$ cat src/fss_pkg.sv
// ----------------------------------------------------------------------------
// fss_pkg
// Shared types, codes and the Latin-1 fold table of the folded substring
// search block.
// ----------------------------------------------------------------------------
package fss_pkg;

  // needle store depth and derived widths
  localparam int NEEDLE_MAX = 32;
  localparam int LEN_W      = $clog2(NEEDLE_MAX + 1);

  // command codes
  localparam logic [1:0] CMD_CLEAR  = 2'd0;
  localparam logic [1:0] CMD_NEEDLE = 2'd1;
  localparam logic [1:0] CMD_HAY    = 2'd2;
  localparam logic [1:0] CMD_END    = 2'd3;

  // result status codes
  localparam logic [1:0] ST_NOT_FOUND = 2'd0;
  localparam logic [1:0] ST_FOUND     = 2'd1;
  localparam logic [1:0] ST_OVERFLOW  = 2'd2;

  // controller to datapath commands
  typedef struct packed {
    logic clear;
    logic needle;
    logic hay;
    logic is_end;
    logic commit;
  } fss_ctl_t;

  // datapath to controller status
  typedef struct packed {
    logic has_result;
  } fss_sts_t;

  // fold table: merges case and strips most accents
  localparam logic [7:0] FOLD_TABLE [256] = '{
    8'h00, 8'h01, 8'h02, 8'h03, 8'h04, 8'h05, 8'h06, 8'h07,
    8'h08, 8'h09, 8'h0a, 8'h0b, 8'h0c, 8'h0d, 8'h0e, 8'h0f,
    8'h10, 8'h11, 8'h12, 8'h13, 8'h14, 8'h15, 8'h16, 8'h17,
    8'h18, 8'h19, 8'h1a, 8'h1b, 8'h1c, 8'h1d, 8'h1e, 8'h1f,
    8'h20, 8'h21, 8'h22, 8'h23, 8'h24, 8'h25, 8'h26, 8'h27,
    8'h28, 8'h29, 8'h2a, 8'h2b, 8'h2c, 8'h2d, 8'h2e, 8'h2f,
    8'h30, 8'h31, 8'h32, 8'h33, 8'h34, 8'h35, 8'h36, 8'h37,
    8'h38, 8'h39, 8'h3a, 8'h3b, 8'h3c, 8'h3d, 8'h3e, 8'h3f,
    8'h40, 8'h61, 8'h62, 8'h63, 8'h64, 8'h65, 8'h66, 8'h67,
    8'h68, 8'h69, 8'h6a, 8'h6b, 8'h6c, 8'h6d, 8'h6e, 8'h6f,
    8'h70, 8'h71, 8'h72, 8'h73, 8'h74, 8'h75, 8'h76, 8'h77,
    8'h78, 8'h79, 8'h7a, 8'h5b, 8'h5c, 8'h5d, 8'h5e, 8'h5f,
    8'h60, 8'h61, 8'h62, 8'h63, 8'h64, 8'h65, 8'h66, 8'h67,
    8'h68, 8'h69, 8'h6a, 8'h6b, 8'h6c, 8'h6d, 8'h6e, 8'h6f,
    8'h70, 8'h71, 8'h72, 8'h73, 8'h74, 8'h75, 8'h76, 8'h77,
    8'h78, 8'h79, 8'h7a, 8'h7b, 8'h7c, 8'h7d, 8'h7e, 8'h7f,
    8'h80, 8'h81, 8'h82, 8'h83, 8'h84, 8'h85, 8'h86, 8'h87,
    8'h88, 8'h89, 8'h8a, 8'h8b, 8'h8c, 8'h8d, 8'h8e, 8'h8f,
    8'h90, 8'h91, 8'h92, 8'h93, 8'h94, 8'h95, 8'h96, 8'h97,
    8'h98, 8'h99, 8'h9a, 8'h9b, 8'h9c, 8'h9d, 8'h9e, 8'h9f,
    8'h20, 8'ha1, 8'ha2, 8'ha3, 8'ha4, 8'ha5, 8'h7c, 8'ha7,
    8'ha8, 8'ha9, 8'haa, 8'hab, 8'hac, 8'h2d, 8'hae, 8'haf,
    8'hb0, 8'hb1, 8'h32, 8'h33, 8'h27, 8'hb5, 8'hb6, 8'h2e,
    8'hb8, 8'h31, 8'hba, 8'hbb, 8'hbc, 8'hbd, 8'hbe, 8'h3f,
    8'h61, 8'h61, 8'h61, 8'h61, 8'he4, 8'he5, 8'he6, 8'h63,
    8'h65, 8'h65, 8'h65, 8'h65, 8'h69, 8'h69, 8'h69, 8'h69,
    8'h64, 8'h6e, 8'h6f, 8'h6f, 8'h6f, 8'h6f, 8'hf6, 8'h78,
    8'hf8, 8'h75, 8'h75, 8'h75, 8'hfc, 8'h79, 8'hfe, 8'hdf,
    8'h61, 8'h61, 8'h61, 8'h61, 8'he4, 8'he5, 8'he6, 8'h63,
    8'h65, 8'h65, 8'h65, 8'h65, 8'h69, 8'h69, 8'h69, 8'h69,
    8'h64, 8'h6e, 8'h6f, 8'h6f, 8'h6f, 8'h6f, 8'hf6, 8'hf7,
    8'hf8, 8'h75, 8'h75, 8'h75, 8'hfc, 8'h79, 8'hfe, 8'h79
  };

endpackage

$ cat src/fss_ctrl.sv
// ----------------------------------------------------------------------------
// fss_ctrl
// Controller: input handshake, evaluate state and result valid flag.
// ----------------------------------------------------------------------------
module fss_ctrl
  import fss_pkg::*;
(
  input  logic       clk,
  input  logic       rst_n,
  input  logic       in_valid,
  input  logic [1:0] in_command,
  output logic       in_stall,
  output logic       out_valid,
  input  logic       out_stall,
  output fss_ctl_t   ctl,
  input  fss_sts_t   sts
);

  localparam logic S_IDLE = 1'b0;
  localparam logic S_EVAL = 1'b1;

  logic state_r, state_nxt;
  logic eval_end_r, eval_end_nxt;
  logic out_valid_r, out_valid_nxt;
  logic accept;
  logic out_free;

  assign in_stall  = (state_r != S_IDLE);
  assign accept    = in_valid && !in_stall;
  assign out_free  = !out_valid_r || !out_stall;
  assign out_valid = out_valid_r;

  // decode commands and sequence the evaluate step
  always_comb begin
    state_nxt    = state_r;
    eval_end_nxt = eval_end_r;
    ctl          = '0;
    ctl.is_end   = eval_end_r;
    case (state_r)
      S_IDLE: begin
        if (accept) begin
          ctl.clear  = (in_command == CMD_CLEAR);
          ctl.needle = (in_command == CMD_NEEDLE);
          ctl.hay    = (in_command == CMD_HAY);
          if (in_command inside {CMD_HAY, CMD_END}) begin
            state_nxt    = S_EVAL;
            eval_end_nxt = (in_command == CMD_END);
          end
        end
      end
      S_EVAL: begin
        if (!sts.has_result) begin
          state_nxt = S_IDLE;
        end else if (out_free) begin
          ctl.commit = 1'b1;
          state_nxt  = S_IDLE;
        end
      end
      default: state_nxt = S_IDLE;
    endcase
  end

  // load or drop the result valid flag
  always_comb begin
    out_valid_nxt = out_valid_r;
    if (ctl.commit) begin
      out_valid_nxt = 1'b1;
    end else if (out_valid_r && !out_stall) begin
      out_valid_nxt = 1'b0;
    end
  end

  always_ff @(posedge clk) begin
    if (!rst_n) begin
      state_r     <= S_IDLE;
      eval_end_r  <= 1'b0;
      out_valid_r <= 1'b0;
    end else begin
      state_r     <= state_nxt;
      eval_end_r  <= eval_end_nxt;
      out_valid_r <= out_valid_nxt;
    end
  end

  // hay and end transactions always pass through the evaluate state
  a_eval_follows: assert property (@(posedge clk) disable iff (!rst_n)
    accept && (in_command == CMD_HAY || in_command == CMD_END) |=> state_r == S_EVAL)
    else $error("evaluate state missed after hay or end transaction");

  // a new result appears only out of the evaluate state
  a_rise_from_eval: assert property (@(posedge clk) disable iff (!rst_n)
    $rose(out_valid_r) |-> $past(state_r) == S_EVAL)
    else $error("result raised outside evaluate state");

  // never overwrite a result that is still held
  a_no_overwrite: assert property (@(posedge clk) disable iff (!rst_n)
    ctl.commit |-> !(out_valid_r && out_stall))
    else $error("result register overwritten while stalled");

endmodule

$ cat src/fss_datapath.sv
// ----------------------------------------------------------------------------
// fss_datapath
// Datapath: fold table, needle and hay shift lines, window compare,
// hay counter and result register.
// ----------------------------------------------------------------------------
module fss_datapath
  import fss_pkg::*;
(
  input  logic        clk,
  input  logic        rst_n,
  input  logic [7:0]  in_byte_value,
  input  fss_ctl_t    ctl,
  output fss_sts_t    sts,
  output logic [1:0]  out_status,
  output logic [31:0] out_position
);

  // needle held newest first, so entry j lines up with window entry j
  logic [7:0]       needle_r [NEEDLE_MAX];
  logic [7:0]       window_r [NEEDLE_MAX];
  logic [LEN_W-1:0] needle_len_r;
  logic [31:0]      hay_count_r;
  logic             reported_r;
  logic             overflow_r;
  logic [1:0]       out_status_r;
  logic [31:0]      out_position_r;

  logic [7:0]            folded;
  logic [NEEDLE_MAX-1:0] lane_ok;
  logic                  window_hit;
  logic                  len_zero;
  logic                  needle_full;
  logic [1:0]            res_status;
  logic [31:0]           res_position;

  assign folded      = FOLD_TABLE[in_byte_value];
  assign len_zero    = (needle_len_r == '0);
  assign needle_full = (needle_len_r == LEN_W'(NEEDLE_MAX));

  // compare each window lane against its needle lane, unused lanes pass
  always_comb begin
    for (int j = 0; j < NEEDLE_MAX; j++) begin
      lane_ok[j] = (LEN_W'(j) >= needle_len_r) || (window_r[j] == needle_r[j]);
    end
  end

  assign window_hit = (hay_count_r >= 32'(needle_len_r)) && (&lane_ok);

  // form the result of the pending hay or end transaction
  always_comb begin
    if (ctl.is_end) begin
      sts.has_result = !reported_r;
      res_status     = overflow_r ? ST_OVERFLOW : ST_NOT_FOUND;
      res_position   = '0;
    end else begin
      sts.has_result = !reported_r && !overflow_r && (len_zero || window_hit);
      res_status     = ST_FOUND;
      res_position   = len_zero ? '0 : (hay_count_r - 32'(needle_len_r));
    end
  end

  // shift in needle bytes; store has no reset
  always_ff @(posedge clk) begin
    if (ctl.needle && !needle_full) begin
      needle_r[0] <= folded;
      for (int j = 1; j < NEEDLE_MAX; j++) begin
        needle_r[j] <= needle_r[j-1];
      end
    end
  end

  // hay window, counters and job flags
  always_ff @(posedge clk) begin
    if (!rst_n || ctl.clear) begin
      for (int j = 0; j < NEEDLE_MAX; j++) begin
        window_r[j] <= '0;
      end
      needle_len_r <= '0;
      hay_count_r  <= '0;
      reported_r   <= 1'b0;
      overflow_r   <= 1'b0;
    end else begin
      if (ctl.needle) begin
        if (needle_full) begin
          overflow_r <= 1'b1;
        end else begin
          needle_len_r <= needle_len_r + 1'b1;
        end
      end
      if (ctl.hay) begin
        window_r[0] <= folded;
        for (int j = 1; j < NEEDLE_MAX; j++) begin
          window_r[j] <= window_r[j-1];
        end
        if (hay_count_r != '1) begin
          hay_count_r <= hay_count_r + 1'b1;
        end
      end
      if (ctl.commit) begin
        reported_r <= 1'b1;
      end
    end
  end

  // hold the delivered result
  always_ff @(posedge clk) begin
    if (ctl.commit) begin
      out_status_r   <= res_status;
      out_position_r <= res_position;
    end
  end

  assign out_status   = out_status_r;
  assign out_position = out_position_r;

  // needle length never passes the store depth
  a_len_bound: assert property (@(posedge clk) disable iff (!rst_n)
    needle_len_r <= LEN_W'(NEEDLE_MAX))
    else $error("needle length beyond store depth");

endmodule

$ cat src/folded_substring_search_top.sv
// Sequence: a hay or end-of-hay transaction is compared in the evaluate state
//   after acceptance; out_valid is registered and rises once that state commits a result.
// Flow: clear and needle transactions do not stall the input; hay and end
//   transactions hold in_stall through the evaluate state of the window compare.
// Reset: synchronous on rst_n low; clears the job, the hay window and the
//   output valid flag. The needle store is not cleared.
// ----------------------------------------------------------------------------
// folded_substring_search_top
// Case and accent insensitive Latin-1 substring search over a byte stream.
// ----------------------------------------------------------------------------
module folded_substring_search_top
  import fss_pkg::*;
(
  input  logic        clk,
  input  logic        rst_n,
  input  logic        in_valid,
  output logic        in_stall,
  input  logic [1:0]  in_command,
  input  logic [7:0]  in_byte_value,
  output logic        out_valid,
  input  logic        out_stall,
  output logic [1:0]  out_status,
  output logic [31:0] out_position
);

  fss_ctl_t ctl;
  fss_sts_t sts;

  fss_ctrl u_ctrl (
    .clk        (clk),
    .rst_n      (rst_n),
    .in_valid   (in_valid),
    .in_command (in_command),
    .in_stall   (in_stall),
    .out_valid  (out_valid),
    .out_stall  (out_stall),
    .ctl        (ctl),
    .sts        (sts)
  );

  fss_datapath u_datapath (
    .clk           (clk),
    .rst_n         (rst_n),
    .in_byte_value (in_byte_value),
    .ctl           (ctl),
    .sts           (sts),
    .out_status    (out_status),
    .out_position  (out_position)
  );

endmodule

$ cat config.mk
export PLATFORM = sky130hd
export DESIGN_NAME = folded_substring_search_top
export DESIGN_NICKNAME = d
export VERILOG_FILES = /design/src/fss_pkg.sv /design/src/fss_ctrl.sv /design/src/fss_datapath.sv /design/src/folded_substring_search_top.sv
export SDC_FILE = /design/constraint.sdc
export NUM_CORES = 1
export LEC_CHECK = 0
export BUFFER_PORTS_ARGS = -buffer_cell sky130_fd_sc_hd__buf_2
export CAP_MARGIN = 20
export CORE_MARGIN = 2
export CORE_UTILIZATION = 55
export CTS_BUF_LIST = sky130_fd_sc_hd__clkbuf_4 sky130_fd_sc_hd__clkbuf_8
export DETAILED_ROUTE_END_ITERATION = 8
export GPL_TIMING_DRIVEN = 0
export PLACE_DENSITY = 0.71
export SYNTH_ARGS = -nofsm -noshare
export SYNTH_HDL_FRONTEND = slang
export SYNTH_SLANG_ARGS = --single-unit
export TNS_END_PERCENT = 10
$ cat constraint.sdc
create_clock -name clk -period 17.6 [get_ports clk]
set_input_delay 0 -clock clk [delete_from_list [all_inputs] [get_ports clk]]
set_output_delay 0 -clock clk [all_outputs]
set_load 0.03 [all_outputs]
# Yosys cells after proc, flatten, opt, wreduce, memory -nomap -nowiden
# Memories as Yosys holds them, arrays and structs flattened.
# Index checks and enable logic that the tools add are counted.
# totals
ff_bits	77
latchBits	0
mem_bits_rw	512
romBits	2048
in_bits	14
output_inout_bits	36
mem_count	3
# op_classes
n_addsub	3
n_mul	0
div_mod_pow	0
order_cmp	34
n_eq_ne	37
shift	0
mux	55
n_bitwise	35
n_reduce_logical	58
# mem_list
memory	depth	width	read_ports	rd_ports_with_merged_regs	write_ports	line	text
(no name shown)	256	8	1	0	0	fss_datapath.sv:36	assign folded = FOLD_TABLE[in_byte_value];
u_datapath.needle_r	32	8	32	0	32	fss_datapath.sv:19	logic [7:0] needle_r [NEEDLE_MAX];
u_datapath.window_r	32	8	32	0	32	fss_datapath.sv:20	logic [7:0] window_r [NEEDLE_MAX];
# op_table
cell	n
two-way mux 8 bit	34
== test 8 bit	32
>= comparator 5 x 6 -> 1 bit, first input constant	16
>= comparator 4 x 6 -> 1 bit, first input constant	8
logical OR 1 bit	35
adder 32 x 1 -> 32 bit, second input constant	1
>= comparator 32 x 6 -> 1 bit	1
!= test 32 bit, second input constant	1
bitwise OR 1 bit	32
AND reduction 32 bit	1
subtractor 32 x 6 -> 32 bit	1
>= comparator 3 x 6 -> 1 bit, first input constant	4
two-way mux 1 bit	17
>= comparator 1 x 6 -> 1 bit, first input constant	2
>= comparator 2 x 6 -> 1 bit, first input constant	2
>= comparator 9 bit, second input constant	1
inverter 8 -> 9 bit	1
zero test 1 bit	7
adder 6 x 1 -> 6 bit, second input constant	1
== test 6 bit, second input constant	1
logical AND 1 bit	6
zero test 6 bit	1
two-way mux 3 bit	2
AND reduction 2 bit	3
other kinds (9)	12

# Logic depth before layout (Yosys ltp)
# depth
word_depth	10
depth_mapped	13
mapped_depth_nobuf	11

# Cells and area by module
# A second synthesis with hierarchy kept.
# unflattened
hier_cells	1773
hier_area_um2	25087.8
# modules_own_cells
mod	n_inst	cells_each	area_per_inst_um2
fss_datapath	1	1755	24916.4
fss_ctrl	1	18	171.4

# Least setup slack after synthesis
# OpenSTA, ideal clock, no wires.
# synth_timing
path_type	reg2reg
from	reg u_datapath.needle_len_r[1]
to	reg u_datapath.needle_len_r[3]
setup_time_ps	128
arrival_ps	12272
required_time_ps	17472
setup_slack_ps	5201
path_stages_with_launch	9
n_path_buf	1
cell_sequence	dfxtp_1 clkbuf_1 inv_1 ha_1 nand4_1 nor3b_2 nand4_1 xnor2_1 nor2_1
# synth_via
elab_chain_cells	3
elab_cells_between_ends	4
# synth_lines
item	line	text
start: declaration	fss_datapath.sv:21	logic [LEN_W-1:0] needle_len_r;
start signal: assignment	fss_datapath.sv:87	needle_len_r <= needle_len_r + 1'b1;
parallel branches: the longest is 3 deep, another holds adder 6 x 1 -> 6 bit	--	
# Several ways; the timed one is not identified.
# A chain may end at the register's enable or synchronous reset.

# Worst setup path in the final report
# layout_timing
from	reg u_datapath.needle_len_r[2]
to	reg u_datapath.out_position_r[12] (netlist: u_datapath.out_position[12]), enable pin
# layout_via
elab_chain_cells	9
elab_cells_between_ends	73
# layout_lines
item	line	text
>= comparator 1 x 6 -> 1 bit, or another cell as far along	fss_datapath.sv:43	lane_ok[j] = (LEN_W'(j) >= needle_len_r) || (window_r[j] == needle_r[j]);
logical OR 1 bit	fss_datapath.sv:43	
AND reduction 32 bit	fss_datapath.sv:47	assign window_hit = (hay_count_r >= 32'(needle_len_r)) && (&lane_ok);
logical AND 1 bit	fss_datapath.sv:47	
logical OR 1 bit (*)	fss_datapath.sv:56	sts.has_result = !reported_r && !overflow_r && (len_zero || window_hit);
logical AND 1 bit (*)	fss_datapath.sv:56	
two-way mux 1 bit (*)	fss_datapath.sv:51	if (ctl.is_end) begin
two-way mux 1 bit (*)	fss_ctrl.sv:52	if (!sts.has_result) begin
two-way mux 1 bit (*)	fss_ctrl.sv:39	case (state_r)
end signal: assignment	fss_datapath.sv:109	out_position_r <= res_position;
end: declaration	fss_datapath.sv:26	logic [31:0] out_position_r;
# Mark *: on every way between the ends. The rest lies on a longest branch, timed or not.

==> impl_results.md <==
- DP HPWL: 36,600 um
- Die area: 47,300 um^2
- Crit path from: u_datapath.needle_len_r[2]$_SDFFE_PP0P_
- Clk slew on worst S/H paths: 60 ps
- Clock Latency Late Sink: 690 ps
- Slew Viols, Final: 0
- Die W: 217 um
- Worst Hold Depth: 6
- Clock Tree Root: clkbuf_8
- I/O pin total: 50
- Slew HR: 26.0%
- Crit path largest cell delay: 380 ps
- Status: complete, no violations
- EDFF count, synth: 546
- Rows: 78
- Fin area: 28,500 um^2
- Cell mode on critical path: inv_1
- FFs w/ async S/R, synth: 0%
- RR Endpoint: u_datapath.out_position[12]$_SDFFCE_PP0P_
- Clock Skew: 27.9 ps
- Worst setup SP type: flop
- Layout cells sized above 1: 13.2%
- Crit Path Class: flop to flop
- GRT overflow: 0
- Synth top area share: 65.4%
- Pre-antenna DRT Iters: 5
- Cell family with the largest share of critical-path delay: buffers and inverters
- Synth cell count leaders: 546 x edfxtp_1, 214 x xor2_1, 141 x and3_1, 124 x and2_1, 96 x nor2_1
- Top cells by area, synth: edfxtp_1 65%, xor2_1 7.5%, and3_1 3.5%
- Hold-fix buffers, CTS: 15
- Max Buffers Root-to-Sink: 3
- Die Y: 217 um
- Pint: 2.29 mW
- Crit path DAT: 4280 ps
- HP Class: input pin to flop
- Final setup TNS: 0 ps
- Hold path start: in_byte_value[3]
- Worst R2R Start: u_datapath.needle_len_r[2]$_SDFFE_PP0P_
- Minimum setup slack among reg-to-reg paths: 13,690 ps
- Sequential cell area: 17,300 um^2
- Peak VDD IR: 79.2 uV
- Multi-input gate area: 7330 um^2
- Sw power: 0.663 mW
- LEAKAGE: 10.7 nW
- Sequential power share: 55.5%
- Post-synthesis cell area: 25,100 um^2
- Placed insts: 2,439
- Pwr dens: 103 nW/um^2
- Buffers on Ports: 48
- Wirelength, routed: 52,600 um
- Ys flop type: edfxtp_1
- Post-route ant nets: 0
- Final non-filler cell total: 2,616
- Starting Density: 55.4%
- Clk network pwr share: 38.5%
- Synthesized area per cell: 14.2 um^2
- Yosys Warn Count: 0
- Worst setup EP type: flop
- WL/cell: 20.1 um
- Hold Crit Endpoint: u_datapath.needle_r[0][1]$_DFFE_PP_
- Vias: 14,800
- Crit Path Max Fanout: 28
- Remaining DRCs: 0
- Final GP Congestion: 0.879
- Register area share after synthesis: 68.9%
- Max_cap viols: 0
- GRT Total Usage: 22.6%
- Part of the power in combinational logic: 5.9%
- Worst R2R Path Depth: 13
- CP required: 17,960 ps
- CP max stage cell: clkbuf_1
- Final setup vio count: 0
- Sw frac: 22.5%
- Measured slew at the worst slew-check pin: 1100 ps
- Final hold vios: 0
- H-tree depth: 3
- Synth Net Count: 1,800
- Syn-to-layout area delta: 13.9%
- Fillers: 3,301
- Syn Inst Count: 1,768
- ANT cells: 0
- CTS tree: yes
- Critical Path, Cell by Cell: buf_6 > clkbuf_1 > inv_1 > ha_1 > nor2b_1 > o31a_1 > o21ai_0 > and3_2 > a41o_1 > nor4_2 > o21ai_1 > inv_1 > buf_16
- Buf+Inv Stages, Crit Path: 5
- CORE AREA: 45,200 um^2
- Hold_ws: 99.7 ps
- Total power: 2.95 mW
- Biggest area consumer among synthesized cells: edfxtp_1
- Vias per Instance: 5.64
- Post-layout minimum cycle time: 3910 ps
- Unrepaired setup endpoints after global routing: no
- Most numerous cell in the Yosys netlist: edfxtp_1
- Vias in the first global route: 15,000
- First-pass GRT wire length: 81,400 um
- Clock sinks: 589
- Initial antenna violation count: 1
- CTS-repair resized insts: 0
- Post-synthesis register bit count: 589
- Post-DP Area: 26,600 um^2
- Pin count of the biggest net entering global routing: 67
- Netlist cell types: 75
- Nets: 1,980
- Cts bufs inserted: 92
- Period utilization: 22.2%
- Post-CTS Setup Inserts: 0
- FMAX: 256 MHz
- Initial DRC Count: 1,283
[worst max path at each step]
stage,depth (start not counted),slack [ps],endpoint
after floorplan,8,5200,u_datapath.needle_len_r[3]$_SDFFE_PP0P_
after CTS,13,13740,u_datapath.out_position[7]$_SDFFCE_PP0P_
after detailed placement,13,13770,u_datapath.out_position[10]$_SDFFCE_PP0P_
after global routing,13,13470,u_datapath.out_position[7]$_SDFFCE_PP0P_
final,13,13690,u_datapath.out_position[12]$_SDFFCE_PP0P_
after global placement,8,-650,u_datapath.needle_len_r[4]$_SDFFE_PP0P_
[layout make-up]
| cell class | instances | area share [%] |
|---|---|---|
| clock buffers | 142 | 5.93 |
| repair buffers | 86 | 3.16 |
| flip-flops and latches | 589 | 60.5 |
| clock inverters | 20 | 0.434 |
| inverters | 29 | 0.382 |
| plain buffers | 83 | 1.28 |
| multi-input cells | 1067 | 25.7 |
| well taps | 600 | 2.63 |
[logic make-up after synthesis]
| kind of cell | count (synthesis) | share of synthesized area, % |
|---|---|---|
| adder cells (fa/ha/maj) | 19 | 0.969 |
| multiplexers | 6 | 0.255 |
| AO/OA/AOI/OAI | 141 | 3.58 |
| AND/OR/NAND/NOR | 595 | 13.7 |
| buffers and inverters | 112 | 1.90 |
| XOR/XNOR | 306 | 10.7 |
| flip-flops | 589 | 68.9 |
[worst min-delay path: stages]
cell,delay [ps]
buf_2,130
nor2b_1,90
nand2_1,90
a21oi_1,70
o22ai_1,120
nor2_1,100
[power groups by stage]
stage               Combinational (mW)  Clock (mW)  Sequential, mW
detailed placement               0.173           0            1.67
global route                     0.192        1.22            1.64
global placement                 0.157           0            1.69
CTS                              0.177        1.16            1.64
finish                           0.175        1.14            1.64
floorplan                        0.105           0            1.68
[sequential cells by signal (all words and copies together), names as in the netlist]
name / flops
u_datapath.reported_r: 1
u_datapath.hay_count_r: 32
u_datapath.overflow_r: 1
u_datapath.needle_r: 256
u_ctrl.eval_end_r: 1
u_datapath.out_position: 32
u_ctrl.out_valid: 1
u_datapath.window_r: 256
u_ctrl.in_stall: 1
u_datapath.out_status: 2
u_datapath.needle_len_r: 6
[layout by cell type, fill, tap and decap left out, types with 5 or more instances in the layout]
cell type / n
nor3_1: 12
or3_1: 12
o31ai_1: 5
xnor2_1: 92
nor2b_1: 9
nand2_1: 55
nor4_2: 6
buf_2: 56
nor4_1: 56
and3_1: 141
buf_16: 14
a22oi_1: 8
clkbuf_8: 100
clkbuf_4: 42
a31oi_1: 5
ha_1: 17
and2_1: 124
a21oi_1: 43
o21ai_1: 5
clkinv_1: 11
edfxtp_1: 546
nor2_1: 96
o21ai_0: 32
dfxtp_1: 43
dlygate4sd3_1: 15
buf_8: 8
nand3_1: 27
inv_1: 29
xor2_1: 214
nand4_1: 31
clkbuf_1: 65
[layer usage]
| layer | GRT usage, % | part of all wire, % | vias up | routed length [um] |
|---|---|---|---|---|
| met3 | 4.30 | 6.7 | 99 | 3530 |
| met4 | 7.58 | 2.3 | 0 | 1220 |
| met2 | 39.2 | 51 | 504 | 26600 |
| met1 | 28.6 | 40 | 7315 | 21300 |
| met5 | 0 | 0 | - | 0 |
| li1 | - | - | 6837 | - |
[per-stage QoR]
step | utilization (%) | worst slack [ps]
final | 63.1 | 13690
after global routing | 63.1 | 13470
after CTS | 63.1 | 13740
after detailed placement | 58.8 | 13770
after global placement | 57.6 | -653
after floorplan | - | 5200
(Power assumes the default switching activity.)
